### src/rv32_pkg.sv
// ----------------------------------------------------------------------------
// rv32_pkg: shared types and constants
// Opcodes, func/status codes, ALU op codes and ALU request/response structs.
// ----------------------------------------------------------------------------
package rv32_pkg;

    localparam logic [6:0] OP_REG    = 7'h33;
    localparam logic [6:0] OP_IMM    = 7'h13;
    localparam logic [6:0] OP_SYSTEM = 7'h73;
    localparam logic [6:0] OP_BRANCH = 7'h63;
    localparam logic [6:0] OP_JAL    = 7'h6F;
    localparam logic [6:0] OP_STORE  = 7'h23;
    localparam logic [6:0] OP_LOAD   = 7'h03;
    localparam logic [6:0] OP_LUI    = 7'h37;
    localparam logic [6:0] OP_AUIPC  = 7'h17;
    localparam logic [6:0] F7_ALT    = 7'h20;
    localparam logic [6:0] F7_MULDIV = 7'h01;

    localparam logic [31:0] ECALL_WORD = 32'h0000_0073;

    localparam logic [1:0] FUNC_EXEC  = 2'd0;
    localparam logic [1:0] FUNC_WRITE = 2'd1;
    localparam logic [1:0] FUNC_READ  = 2'd2;

    localparam logic [2:0] ST_OK       = 3'd0;
    localparam logic [2:0] ST_ILLEGAL  = 3'd1;
    localparam logic [2:0] ST_EXIT     = 3'd2;
    localparam logic [2:0] ST_PINT     = 3'd3;
    localparam logic [2:0] ST_PCHAR    = 3'd4;
    localparam logic [2:0] ST_PSTR     = 3'd5;
    localparam logic [2:0] ST_BADECALL = 3'd6;
    localparam logic [2:0] ST_HALTED   = 3'd7;

    typedef enum logic [3:0] {
        ALU_ADD  = 4'd0,
        ALU_SUB  = 4'd1,
        ALU_SLL  = 4'd2,
        ALU_SLT  = 4'd3,
        ALU_SLTU = 4'd4,
        ALU_XOR  = 4'd5,
        ALU_SRL  = 4'd6,
        ALU_SRA  = 4'd7,
        ALU_OR   = 4'd8,
        ALU_AND  = 4'd9,
        ALU_MUL  = 4'd10,
        ALU_MULH = 4'd11,
        ALU_DIV  = 4'd12,
        ALU_REM  = 4'd13
    } alu_op_t;

    typedef struct packed {
        logic    start;
        alu_op_t op;
        logic [31:0] a;
        logic [31:0] b;
    } alu_req_t;

    typedef struct packed {
        logic        done;
        logic [31:0] result;
    } alu_rsp_t;

endpackage

### src/rv32_alu.sv
// ----------------------------------------------------------------------------
// rv32_alu: shared arithmetic unit
// Combinational add, compare, logic and shift; registered mul; bit-serial div.
// ----------------------------------------------------------------------------
module rv32_alu
    import rv32_pkg::*;
(
    input  logic     aclk,
    input  logic     aresetn,
    input  alu_req_t req,
    output alu_rsp_t rsp
);

    typedef enum logic [2:0] {
        A_IDLE = 3'b001,
        A_MUL  = 3'b010,
        A_DIV  = 3'b100
    } alu_state_t;

    alu_state_t  state_reg, state_next;
    alu_op_t     op_reg;
    logic [63:0] prod_reg;
    logic [31:0] quot_reg, rem_reg, dvsr_reg, a_reg, b_reg;
    logic [5:0]  cnt_reg;
    logic        qneg_reg, rneg_reg;
    logic [32:0] trial;
    logic [31:0] shifted_rem;
    logic [31:0] mag_a, mag_b;
    logic [31:0] simple;
    logic [31:0] qres, rres;

    assign mag_a = req.a[31] ? (32'd0 - req.a) : req.a;
    assign mag_b = req.b[31] ? (32'd0 - req.b) : req.b;

    always_comb begin
        case (req.op)
            ALU_ADD:  simple = req.a + req.b;
            ALU_SUB:  simple = req.a - req.b;
            ALU_SLL:  simple = req.a << req.b[4:0];
            ALU_SLT:  simple = {31'd0, $signed(req.a) < $signed(req.b)};
            ALU_SLTU: simple = {31'd0, req.a < req.b};
            ALU_XOR:  simple = req.a ^ req.b;
            ALU_SRL:  simple = req.a >> req.b[4:0];
            ALU_SRA:  simple = 32'($signed(req.a) >>> req.b[4:0]);
            ALU_OR:   simple = req.a | req.b;
            ALU_AND:  simple = req.a & req.b;
            default:  simple = 32'd0;
        endcase
    end

    assign shifted_rem = {rem_reg[30:0], quot_reg[31]};
    assign trial       = {1'b0, shifted_rem} - {1'b0, dvsr_reg};

    assign qres = qneg_reg ? (32'd0 - quot_reg) : quot_reg;
    assign rres = rneg_reg ? (32'd0 - rem_reg) : rem_reg;

    always_comb begin
        state_next = state_reg;
        rsp.done   = 1'b0;
        rsp.result = simple;
        case (state_reg)
            A_IDLE: begin
                if (req.start) begin
                    if (req.op == ALU_MUL || req.op == ALU_MULH) begin
                        state_next = A_MUL;
                    end else if (req.op == ALU_DIV || req.op == ALU_REM) begin
                        state_next = A_DIV;
                    end else begin
                        rsp.done = 1'b1;
                    end
                end
            end
            A_MUL: begin
                rsp.done   = 1'b1;
                rsp.result = (op_reg == ALU_MUL) ? prod_reg[31:0] : prod_reg[63:32];
                state_next = A_IDLE;
            end
            A_DIV: begin
                if (cnt_reg == 6'd32) begin
                    rsp.done   = 1'b1;
                    state_next = A_IDLE;
                    if (b_reg == 32'd0) begin
                        rsp.result = (op_reg == ALU_DIV) ? 32'hFFFF_FFFF : a_reg;
                    end else begin
                        rsp.result = (op_reg == ALU_DIV) ? qres : rres;
                    end
                end
            end
            default: state_next = A_IDLE;
        endcase
    end

    always_ff @(posedge aclk) begin
        if (!aresetn) begin
            state_reg <= A_IDLE;
        end else begin
            state_reg <= state_next;
        end
    end

    always_ff @(posedge aclk) begin
        if (state_reg == A_IDLE && req.start) begin
            op_reg   <= req.op;
            a_reg    <= req.a;
            b_reg    <= req.b;
            prod_reg <= 64'($signed({req.a[31] & (req.op == ALU_MULH), req.a})
                          * $signed({req.b[31] & (req.op == ALU_MULH), req.b}));
            quot_reg <= mag_a;
            rem_reg  <= 32'd0;
            dvsr_reg <= mag_b;
            cnt_reg  <= 6'd0;
            qneg_reg <= req.a[31] ^ req.b[31];
            rneg_reg <= req.a[31];
        end else if (state_reg == A_DIV && cnt_reg != 6'd32) begin
            // restoring step: one quotient bit per cycle
            cnt_reg <= cnt_reg + 6'd1;
            if (!trial[32]) begin
                rem_reg  <= trial[31:0];
                quot_reg <= {quot_reg[30:0], 1'b1};
            end else begin
                rem_reg  <= shifted_rem;
                quot_reg <= {quot_reg[30:0], 1'b0};
            end
        end
    end

endmodule

### config.mk
export PLATFORM = sky130hd
export DESIGN_NAME = rv32_alu
export DESIGN_NICKNAME = d
export VERILOG_FILES = /design/src/rv32_pkg.sv /design/src/rv32_alu.sv
export SDC_FILE = /design/constraint.sdc
export NUM_CORES = 2
export LEC_CHECK = 0
export ABC_AREA = 1
export BUFFER_PORTS_ARGS = -buffer_cell sky130_fd_sc_hd__buf_2
export CELL_PAD_IN_SITES_DETAIL_PLACEMENT = 2
export CELL_PAD_IN_SITES_GLOBAL_PLACEMENT = 2
export CORE_MARGIN = 2
export CORE_UTILIZATION = 42
export DETAILED_ROUTE_END_ITERATION = 16
export PLACE_DENSITY_LB_ADDON = 0.25
export SETUP_SLACK_MARGIN = 0.15
export SYNTH_ARGS = -nofsm -noshare
export SYNTH_HDL_FRONTEND = slang
export SYNTH_SLANG_ARGS = --single-unit
### constraint.sdc
create_clock -name aclk -period 15.9 [get_ports aclk]
set_input_delay 3.975 -clock aclk [delete_from_list [all_inputs] [get_ports aclk]]
set_output_delay 3.975 -clock aclk [all_outputs]
set_load 0.005 [all_outputs]
==> flow_summary.toml <==
[yosys]
async_flop_share_pct = 0
postSynthCellCount = 8947
synth.ff_latch_count = 237
synth_top_flop_cell = "edfxtp_1"
avgSynthCellArea_um2 = 7.20
syn-num-nets = 10500
synth-adder-area-share_pct = 41.8
synth_area_um2 = 64400
synth_area_leader_cell = "fa_1"
yosysUniqueCellTypes = 58
synth-edff-count = 196
synthTopCellsByArea = "fa_1 (35%), nand2_1 (14%), inv_1 (12%), edfxtp_1 (9.1%), ha_1 (6.7%)"
synthMuxAreaShare_pct = 0
synth-xor-area-share_pct = 1.78
yosysTopAreaCellShare_pct = 35.1
synth_top_family_by_area = "adder cells"
yosysSeqAreaShare_pct = 10.4
ys_warn_count = 0
synth_compound_area_share_pct = 6.98
yosys.area_share.simple_pct = 24.3

[final_layout]
post_route_cells_drive_above_1_share_pct = 4.02
largest_reg_flops = 64
nets = 10300
final_cell_mix = "nand2_1 (2381), inv_1 (2038), fa_1 (1128)"
final_util_pct = 44.6
final_common_cell = "nand2_1"
area_growth_pct = 5.22

[detailed_routing]
vias = 68600
drt_iter0_drc = 8554
drt-pass1-iter-count = 8
vias_per_cell = 6.30
wl_per_cell_um = 37.0
ant_nets = 0
drc = 0
drt-total-wl_mm = 402

[setup_path]
rrSetupSlack_ns = 11.34
r2r_cells = 9
path_max_fanout = 30
crit_path_top_delay_cell = "xor2_1"
critical_path_class = "input pin to flop"
max_stage_delay_ns = 0.74
timing.rr.start = "state_reg[0]$_SDFFE_PN1P_"
reg2reg_to = "quot_reg[21]$_DFFE_PP_"
cp.arrival_ns = 13.77
startpoint_type = "input pin"
cp_top_family = "adder cells"
worst-path-buf-inv = 9
path_common_cell = "fa_1"
cp-end-kind = "flop"
required_ns = 16.18

[timing]
fmax_ghz = 0.0741
grt_setup_unrepaired = "false"
finalCritPeriodShare_pct = 84.9
period_needed_ns = 13.50
hold_viol = 0
holdWs_ns = 0.475
tightest_slew_ns = 1.52
setup_ws_ns = 2.40
finalSetupTns_ns = 0
setup_violations = 0
maxSlewHeadroom_pct = -1.53
slew_violations = 24
skew_ns = 0.0174

[cts]
postCtsSetupBuffers = 0
cts_sinks = 237
cts_root_buf = "clkbuf_16"
clkLatencyLatePin_ns = 0.59
postCtsResizedCells = 0
cts_hold_buf = 0
numCtsBuffers = 34
path_clk_slew_ns = 0.06
ctsLongestPathBuffers = 3
cts_tree = "built"
htreeDepth = 2

[outcome]
status = "finished, violations left"
violations = "max-capacitance violations, max-slew violations"

[hold_path]
min_to = "rem_reg[31]$_SDFFE_PP0P_"
hp-start = "rem_reg[31]$_SDFFE_PP0P_"
hp-class = "flop to flop"
min_path_cells = 2

[global_routing]
grt_max_degree = 77
track_usage_pct = 51.4
grt_pass1_vias = 76400
grt_pass1_wl_mm = 569
overflow = 0
antenna_found_initial = 55

[floorplan]
num_io_pins = 104
fp.dieArea_um2 = 157000
core-area_um2 = 152000
die_h_um = 396
initial_utilization_pct = 42.4
num_rows = 143
die_x_um = 396

[run]
drv_cap = 1

[placement]
place_hpwl_mm = 320
dp_slack_ns = 1.88
port_buffers = 103
routabilityCongestion = 1.04
how the worst max path moves through the flow:
| stage | startpoint | to | slack [ns] | cells after the start |
|---|---|---|---|---|
| finish | req[48] | prod_reg[40]$_DFFE_PP_ | 2.40 | 26 |
| global route | req[48] | prod_reg[40]$_DFFE_PP_ | 2.29 | 26 |
| CTS | req[63] | prod_reg[40]$_DFFE_PP_ | 2.48 | 23 |
| detailed placement | req[63] | prod_reg[62]$_DFFE_PP_ | 1.88 | 27 |
| global placement | req[63] | prod_reg[63]$_DFFE_PP_ | 2.83 | 29 |
| floorplan | req[65] | prod_reg[60]$_DFFE_PP_ | 4.42 | 29 |
per-stage QoR:
stage	instance area, µm²	instances
after floorplan	64400	8947
after global placement	66600	10800
final	67800	10900
after global routing	67700	10900
after detailed placement	66600	10800
after CTS	67700	10900
area by class of cell:
class	instances	area [µm²]
well taps	2030	2540
inverters	2052	7700
fillers	18000	84300
clock inverters	17	156
repair buffers	220	1400
diodes	32	80.1
clock buffers	43	926
flip-flops and latches	237	6710
multi-input cells	6252	48300
cells by family (layout without fill, tap and decap cells):
family,count (synthesis),count (layout)
XOR/XNOR,131,131
AO/OA/AOI/OAI,826,826
AND/OR/NAND/NOR,3820,3820
buffers and inverters,2458,2332
flip-flops,237,237
other,0,32
adder cells (fa/ha/maj),1475,1475
cell usage after synthesis, types with 24 or more instances:
master,number
a31oi_1,24
nor2_1,652
fa_1,1128
nand2_1,2382
nand3_1,556
inv_1,2039
o21bai_1,29
o22ai_1,32
ha_1,347
nor3_1,51
o21ai_0,312
buf_1,58
edfxtp_1,196
dfxtp_1,41
buf_2,82
nand4_1,86
clkbuf_1,243
a21oi_1,329
xor2_1,108
worst register-to-register path: stages (launching register included):
cell     delay (ns)
dfxtp_1        0.37
inv_1          0.07
nor3_1         0.28
inv_1          0.16
nor2_4         0.57
buf_4          0.68
buf_4          0.69
buf_4          1.10
nand3_1        0.29
o21ai_0        0.18
layer usage:
metal  part of all wire (%)  track usage [%]  up-vias  wire length, µm
met5                   0.35             5.85        -             1420
met4                     11             43.9       52            44400
met3                     11             18.5     2322            44200
met2                     44             78.9     5169           178000
met1                     33             56.3    34500           134000
li1                       -                -    26500                -
Power is not shown: default switching activity piles up to over one toggle a cycle in this logic, so the estimate is an artifact.
